## config.mk

```make
export PLATFORM = sky130hd
export DESIGN_NAME = preemptive_priority_scheduler_top
export DESIGN_NICKNAME = d
export VERILOG_FILES = /design/src/hw/rtl/psched_pkg.sv /design/src/hw/rtl/psched_mem.sv /design/src/hw/rtl/preemptive_priority_scheduler_top.sv
export SDC_FILE = /design/constraint.sdc
export NUM_CORES = 1
export LEC_CHECK = 0
export BUFFER_PORTS_ARGS = -buffer_cell sky130_fd_sc_hd__buf_2
export CAP_MARGIN = 40
export CELL_PAD_IN_SITES_DETAIL_PLACEMENT = 0
export CELL_PAD_IN_SITES_GLOBAL_PLACEMENT = 1
export CORE_MARGIN = 2
export CORE_UTILIZATION = 50
export CTS_BUF_LIST = sky130_fd_sc_hd__clkbuf_8
export DETAILED_ROUTE_END_ITERATION = 8
export PLACE_DENSITY = 0.83
export SETUP_SLACK_MARGIN = 0.3
export SLEW_MARGIN = 15
export SYNTH_ARGS = -nofsm -noshare
export SYNTH_HDL_FRONTEND = slang
export SYNTH_SLANG_ARGS = --single-unit
```

## constraint.sdc

```tcl
create_clock -name clk -period 15.25 [get_ports clk]
set_input_delay 2.2875 -clock clk [delete_from_list [all_inputs] [get_ports clk]]
set_output_delay 2.2875 -clock clk [all_outputs]
set_load 0.01 [all_outputs]
```

## src/hw/rtl/psched_pkg.sv

```systemverilog
package psched_pkg;

  // Sizing of the task table and the time base.
  localparam int MAX_TASKS = 16;
  localparam int TIME_BITS = 16;
  localparam int SLOT_W    = $clog2(MAX_TASKS);
  localparam int PRIO_W    = 8;

  // Stream payload widths, padded to whole bytes.
  localparam int IN_DATA_W  = 48;
  localparam int OUT_DATA_W = 56;

  // Item kinds carried on the input tuser bit.
  localparam logic FUNC_LOAD = 1'b0;
  localparam logic FUNC_TICK = 1'b1;

  // One task record as kept in the task table.
  typedef struct packed {
    logic [PRIO_W-1:0]    prio;
    logic [TIME_BITS-1:0] arrival;
    logic [TIME_BITS-1:0] burst;
    logic [TIME_BITS-1:0] remain;
  } rec_t;

  // Write request into the task table.
  typedef struct packed {
    logic              en;
    logic [SLOT_W-1:0] addr;
    rec_t              data;
  } mem_wr_t;

endpackage

```

## src/hw/rtl/psched_mem.sv

```systemverilog
module psched_mem
  import psched_pkg::*;
(
  input  logic              clk,
  input  mem_wr_t           wr,
  input  logic [SLOT_W-1:0] rd_addr,
  output rec_t              rd_data
);

  rec_t mem [MAX_TASKS];

  // Single write port and one registered read port.
  always_ff @(posedge clk) begin
    if (wr.en) begin
      mem[wr.addr] <= wr.data;
    end
    rd_data <= mem[rd_addr];
  end

endmodule

```

## src/hw/rtl/preemptive_priority_scheduler_top.sv

```systemverilog
// Preemptive highest-priority-first scheduler. A load transaction (tuser = 0) writes one
// task record into its slot and then loads its result into the output register. A tick
// transaction (tuser = 1) scans all 16 slots through the single read port of the task
// table, one slot per cycle, then updates the chosen task. Its steps are the scan, the last
// table read, the update step and the load of the output register. The block accepts the
// next transaction only once the result is in the output register. Only one transaction
// is in work at a time; s_tready is high while the block waits for input. A finished
// result sits in the output register until taken, and the block stalls before its last
// step if that register is still full. Time saturates at its maximum value.
module preemptive_priority_scheduler_top
  import psched_pkg::*;
(
  input  logic                  clk,
  input  logic                  rst,
  input  logic                  s_tvalid,
  output logic                  s_tready,
  // [3:0] slot, [19:4] arrival, [35:20] burst, [43:36] prio, [47:44] zero
  input  logic [IN_DATA_W-1:0]  s_tdata,
  // [0] func
  input  logic                  s_tuser,
  output logic                  m_tvalid,
  input  logic                  m_tready,
  // [3:0] running_slot, [4] idle, [5] finished, [21:6] completion_time,
  // [37:22] turnaround, [53:38] waiting, [54] all_done, [55] zero
  output logic [OUT_DATA_W-1:0] m_tdata
);

  localparam logic [2:0] ST_IDLE = 3'd0;
  localparam logic [2:0] ST_SCAN = 3'd1;
  localparam logic [2:0] ST_LAST = 3'd2;
  localparam logic [2:0] ST_UPD  = 3'd3;
  localparam logic [2:0] ST_FIN  = 3'd4;

  localparam logic [TIME_BITS-1:0] TIME_MAX = '1;

  logic [2:0]           state;
  logic [SLOT_W-1:0]    idx;
  logic                 cand_vld;
  logic [SLOT_W-1:0]    cand_idx;
  logic                 best_valid;
  logic [SLOT_W-1:0]    best_slot;
  rec_t                 best_rec;
  logic [TIME_BITS-1:0] now;
  logic [MAX_TASKS-1:0] loaded;
  logic [MAX_TASKS-1:0] done;
  logic                 is_load;
  logic [SLOT_W-1:0]    load_slot;
  logic                 fin;
  logic [TIME_BITS-1:0] end_time;
  logic [TIME_BITS-1:0] tat;

  mem_wr_t              wr;
  rec_t                 rd_data;

  // Input payload fields.
  logic [SLOT_W-1:0]    in_slot;
  logic [TIME_BITS-1:0] in_arrival;
  logic [TIME_BITS-1:0] in_burst;
  logic [PRIO_W-1:0]    in_prio;
  logic                 in_accept;

  assign in_slot    = s_tdata[3:0];
  assign in_arrival = s_tdata[19:4];
  assign in_burst   = s_tdata[35:20];
  assign in_prio    = s_tdata[43:36];
  assign s_tready   = (state == ST_IDLE);
  assign in_accept  = s_tvalid && s_tready;

  psched_mem u_mem (
    .clk     (clk),
    .wr      (wr),
    .rd_addr (idx),
    .rd_data (rd_data)
  );

  // Candidate check for the slot whose record arrived from the table this cycle.
  logic cand_elig;
  logic cand_take;

  assign cand_elig = cand_vld && loaded[cand_idx] && !done[cand_idx] && (rd_data.arrival <= now);
  assign cand_take = cand_elig &&
                     (!best_valid || (rd_data.prio > best_rec.prio) ||
                      ((rd_data.prio == best_rec.prio) && (rd_data.arrival < best_rec.arrival)));

  // Update step arithmetic for the chosen task.
  logic [TIME_BITS-1:0] end_next;
  logic [TIME_BITS-1:0] remain_next;

  assign end_next    = (now == TIME_MAX) ? now : now + 1'b1;
  assign remain_next = best_rec.remain - 1'b1;

  // Table writes come from a load or from the decrement of the running task.
  always_comb begin
    wr      = '0;
    wr.addr = best_slot;
    wr.data = best_rec;
    wr.data.remain = remain_next;
    if (state == ST_IDLE) begin
      wr.en           = in_accept && (s_tuser == FUNC_LOAD) &&
                        ({1'b0, in_slot} < (SLOT_W+1)'(MAX_TASKS));
      wr.addr         = in_slot;
      wr.data.prio    = in_prio;
      wr.data.arrival = in_arrival;
      wr.data.burst   = in_burst;
      wr.data.remain  = in_burst;
    end else if (state == ST_UPD) begin
      wr.en = best_valid;
    end
  end

  // Sequencer and slot bookkeeping.
  always_ff @(posedge clk) begin
    if (rst) begin
      state      <= ST_IDLE;
      idx        <= '0;
      cand_vld   <= 1'b0;
      best_valid <= 1'b0;
      now        <= '0;
      loaded     <= '0;
      done       <= '0;
      is_load    <= 1'b0;
      fin        <= 1'b0;
    end else begin
      if (cand_take) begin
        best_valid <= 1'b1;
        best_slot  <= cand_idx;
        best_rec   <= rd_data;
      end
      case (state)
        ST_IDLE: begin
          if (in_accept) begin
            load_slot  <= in_slot;
            idx        <= '0;
            best_valid <= 1'b0;
            fin        <= 1'b0;
            if (s_tuser == FUNC_LOAD) begin
              is_load <= 1'b1;
              state   <= ST_FIN;
              if (wr.en) begin
                loaded[in_slot] <= 1'b1;
                done[in_slot]   <= (in_burst == '0);
              end
            end else begin
              is_load <= 1'b0;
              state   <= ST_SCAN;
            end
          end
        end
        ST_SCAN: begin
          cand_vld <= 1'b1;
          cand_idx <= idx;
          idx      <= idx + 1'b1;
          if (idx == SLOT_W'(MAX_TASKS - 1)) begin
            state <= ST_LAST;
          end
        end
        ST_LAST: begin
          cand_vld <= 1'b0;
          state    <= ST_UPD;
        end
        ST_UPD: begin
          now      <= end_next;
          end_time <= end_next;
          tat      <= end_next - best_rec.arrival;
          if (best_valid && (remain_next == '0)) begin
            fin             <= 1'b1;
            done[best_slot] <= 1'b1;
          end
          state <= ST_FIN;
        end
        ST_FIN: begin
          if (!m_tvalid || m_tready) begin
            state <= ST_IDLE;
          end
        end
        default: begin
          state <= ST_IDLE;
        end
      endcase
    end
  end

  // Result assembly.
  logic [TIME_BITS-1:0] wt;
  logic                 all_done;
  logic [OUT_DATA_W-1:0] res;

  assign wt       = (tat >= best_rec.burst) ? tat - best_rec.burst : '0;
  assign all_done = ~|(loaded & ~done);

  always_comb begin
    res     = '0;
    res[54] = all_done;
    if (is_load) begin
      res[3:0] = load_slot;
      res[4]   = 1'b1;
    end else begin
      res[4] = !best_valid;
      if (best_valid) begin
        res[3:0] = best_slot;
      end
      if (fin) begin
        res[5]     = 1'b1;
        res[21:6]  = end_time;
        res[37:22] = tat;
        res[53:38] = wt;
      end
    end
  end

  // Output register.
  always_ff @(posedge clk) begin
    if (rst) begin
      m_tvalid <= 1'b0;
    end else begin
      if ((state == ST_FIN) && (!m_tvalid || m_tready)) begin
        m_tvalid <= 1'b1;
        m_tdata  <= res;
      end else if (m_tready) begin
        m_tvalid <= 1'b0;
      end
    end
  end

`ifndef SYNTHESIS
  // Time never runs backward.
  a_now_mono: assert property (@(posedge clk) disable iff (rst)
    !$past(rst) |-> (now >= $past(now)))
    else $error("scheduler time decreased");

  // A slot can only be finished if it holds a task.
  a_done_loaded: assert property (@(posedge clk) disable iff (rst)
    ((done & ~loaded) == '0))
    else $error("finished slot is not loaded");

  // The chosen task is loaded and unfinished when it is updated.
  a_best_elig: assert property (@(posedge clk) disable iff (rst)
    ((state == ST_UPD) && best_valid) |-> (loaded[best_slot] && !done[best_slot]))
    else $error("chosen task not eligible");

  // A completion is never reported on an idle result.
  a_fin_not_idle: assert property (@(posedge clk) disable iff (rst)
    (m_tvalid && m_tdata[5]) |-> !m_tdata[4])
    else $error("finished flag on idle result");
`endif

endmodule

```

==> flow_metrics.py <==
metrics = {
    "sta": {
        "max_freq_mhz": 193.8,
        "fin_worst_skew_ns": 0.04042,
        "slew_headroom_pct": 27.32,
        "fin_crit_sh_pct": 33.84,
        "rsz0062_at_grt": "false",
        "min_period_ns": 5.161,
        "finalSetupTns_ns": 0,
        "finalWorstSetupSlack_ns": 10.09,
        "slew_violations": 0,
        "worstMarginPinSlew_ns": 1.090,
        "fin_hold_ws_ns": 0.3837,
        "hold_viol": 0,
        "setup_viol": 0,
    },
    "critical_path": {
        "critical_path.max_fanout": 45,
        "path_class": "flip-flop to primary output",
        "crit_arrival_ns": 2.87,
        "max_stage_delay_ns": 0.52,
        "crit_path_cell_trace": "or3_1 > buf_4 > clkinv_2 > buf_4 > buf_2",
        "r2r_setup_slack_ns": 10.74,
        "ff2ff_path_depth": 9,
        "crit_path_start_kind": "flip-flop",
        "cp.required_ns": 12.96,
        "end_kind": "primary output",
        "crit-reg2reg-capture": "u_mem.mem[8][2]",
        "crit_top_cell": "buf_4",
        "r2r_start": "state[2]",
        "crit_slowest_cell": "buf_4",
    },
    "synthesis": {
        "synth_compound_area_share_pct": 3.998,
        "async_flop_share_pct": 0,
        "synth_fp_nets": 2674,
        "avgSynthCellArea_sq_um": 18.32,
        "synth-xor-area-share_pct": 0.9954,
        "synth_top_family_by_area": "multiplexers",
        "synthFlopType": "edfxtp_1",
        "synth_cell_types": 67,
        "seq_area_frac_synth_pct": 72.66,
        "synth_cells": 2545,
        "syn_area_sq_um": 46630,
        "synth-simple-area-share_pct": 4.945,
        "yosys.area_share.adder_pct": 2.071,
        "synth_edf_count": 1051,
        "ys_ff_latch": 1167,
        "yosysWarnings": 0,
        "muxShareOfSynthArea_pct": 13.68,
    },
    "grt": {
        "first_global_vias": 25340,
        "grt_antenna_before_repair": 2,
        "grt_overflow_total": 0,
        "grt_max_degree": 171,
        "grt_pass1_wl_um": 159700,
        "grt_util_all_layers_pct": 22.81,
    },
    "power_and_ir_drop": {
        "power.internal_mw": 5.018,
        "ir_worst_vdd_uv": 90.44,
        "netSwitchingFraction_pct": 21.75,
        "pwr-share-seq_pct": 55.9,
        "switchingPower_mw": 1.395,
        "p_comb_share_pct": 4.8,
        "p_leak_nw": 17.45,
        "p_per_area_nw_per_um2": 120.8,
        "p_clk_share_pct": 39.3,
    },
    "placement": {
        "dpl_worst_slack_ns": 9.657,
        "portBuffers": 105,
        "dp_cells": 3891,
        "dp_hpwl_um": 65000,
        "gp_congestion": 0.8879,
    },
    "die": {
        "die-area_sq_um": 95720,
        "die_y_um": 309.4,
        "ios": 111,
        "start_util_pct": 50.19,
        "num_rows": 112,
        "coreArea_sq_um": 92910,
        "die_w_um": 309.4,
    },
    "drt": {
        "drt_wl_total_um": 108000,
        "drtAntennaViolNets": 0,
        "wl_per_cell_um": 25.54,
        "vias_per_cell": 5.944,
        "drc": 0,
        "first_pass_iters": 5,
        "vias": 25150,
        "drtIter0Drc": 2664,
    },
    "finish": {
        "drive_gt1_share_pct": 25.97,
        "area.growth.synth_to_final_pct": 13.81,
        "nets": 2955,
        "fin_cells": 4230,
    },
    "hold_path": {
        "hold_end": "best_rec[21]",
        "hp-start": "u_mem.rd_data[21]",
        "holdPathStages": 0,
        "hold_path_class": "flip-flop to flip-flop",
    },
    "run": {
        "cap_violations": 0,
    },
    "status": {
        "status": "finished, final reports clean",
    },
    "clock_tree": {
        "post-cts-setup-buffers": 0,
        "cts_tree": "built",
        "worstSkewPairLatency_ns": 0.85,
        "root_buffer": "clkbuf_8",
        "ctsResizeCount": 0,
        "cts_buffers": 174,
        "clock_path_buffers": 3,
        "clock_sinks": 1167,
        "postCtsHoldBufs": 0,
        "clk_pin_slew_worst_paths_ns": 0.06,
        "htree_levels": 4,
    },
}
[cell families (layout without fill, tap and decap cells)]
logic type,count (synthesis),count (layout)
AND/OR/NAND/NOR,461,461
buffers and inverters,202,630
adder cells (fa/ha/maj),76,76
XOR/XNOR,53,53
flip-flops,1167,1167
multiplexers,286,286
AO/OA/AOI/OAI,299,299
other,1,4
[sequential cells by signal, indices dropped and copies added (netlist names), 3 cells and up]
register,cells
load_slot,4
idx,4
u_mem.mem,896
now,16
cand_idx,4
done,16
state,3
loaded,16
best_rec,56
end_time,16
best_slot,4
m_tdata,55
tat,16
u_mem.rd_data,56
[worst max path at each step]
stage	slack (ns)	from	cells past startpoint	endpoint
after floorplan	5.70	rst	3	best_rec[0]
after global placement	9.58	s_tvalid	7	u_mem.mem[1][2]
after detailed placement	9.66	s_tvalid	8	u_mem.mem[1][17]
after CTS	10.01	state[2]	5	s_tready
after global routing	9.94	state[2]	5	s_tready
final	10.09	state[2]	5	s_tready
[worst max-delay path: cells and delay by family (launching register included)]
family	cells	cell delay [ns]
buf+inv	4	1.21
simple gates	1	0.40
flops	1	0.39
[metal layers]
metal | global-route usage, % | vias to the layer above | wire (um)
met1 | 30.52 | 12950 | 42920
met5 | 0 | - | 15
met2 | 38.07 | 1167 | 54190
li1 | - | 10830 | -
met4 | 7.936 | 2 | 2751
met3 | 3.976 | 189 | 8173
[placed cells by master (no fill, tap or decap), drive strengths merged, types with 8 or more instances in the layout]
cell	instances
edfxtp	1051
mux4	281
buf	219
clkbuf	205
inv	160
nor2	127
dfxtp	116
nand2	112
o21ai	85
a21oi	81
ha	74
xnor2	39
nand3	36
clkinv	35
and2	32
nor3	23
nor2b	22
or3	21
nand4	20
a31oi	16
nor4	16
a21o	14
xor2	14
a22oi	13
nand2b	12
o22ai	11
a211oi	10
o2111ai	10
nor3b	9
and3	8
[power by group through the flow]
stage	Combinational, mW	Clock [mW]	Sequential, mW
after detailed placement	0.300	0	3.65
after global placement	0.271	0	3.65
after CTS	0.301	2.56	3.59
after global routing	0.334	2.69	3.59
final	0.308	2.52	3.59
after floorplan	0.186	0	3.65
[synthesized netlist by cell type, drive strengths merged (5+ instances only)]
library cell  number  area, sq um
edfxtp          1051        31560
mux4             281         6329
nor2             127        476.7
dfxtp            116         2322
nand2            112        422.9
clkbuf            90        337.8
inv               85        319.1
o21ai             85        425.4
a21oi             81        405.4
ha                74        925.9
xnor2             39        341.6
nand3             36        180.2
and2              32        200.2
buf               26        105.1
nor3              23        115.1
nor2b             22        137.6
or3               21        131.4
nand4             20        125.1
a31oi             16        100.1
nor4              16        121.4
a21o              14        105.1
xor2              14        122.6
a22oi             13        97.59
nand2b            12        75.07
o22ai             11        68.82
a211oi            10        75.07
o2111ai           10        87.58
nor3b              9        77.57
and3               8        50.05
a22o               7        61.31
o211ai             7        52.55
o2bb2ai            6        52.55
and4               5        43.79
o21bai             5        37.54
[cell type report]
class | count | area, sq um
Fill cell | 6749 | 39840
Antenna cell | 3 | 7.507
Inverter | 86 | 324.1
Multi-Input combinational cell | 1176 | 12120
Clock inverter | 120 | 725.7
Tap cell | 1254 | 1569
Clock buffer | 203 | 2794
Timing Repair Buffer | 221 | 1635
Sequential cell | 1167 | 33900
[stage by stage]
stage	cell area [sq um]	power, mW	util [%]
2_1_floorplan	46630	3.835	-
3_3_place_gp	48840	3.925	52.56
3_5_place_dp	49340	3.954	53.11
4_1_cts	52860	6.449	56.90
5_1_grt	53070	6.612	57.12
6_report	53070	6.412	57.12
(Power assumes the default switching activity.)
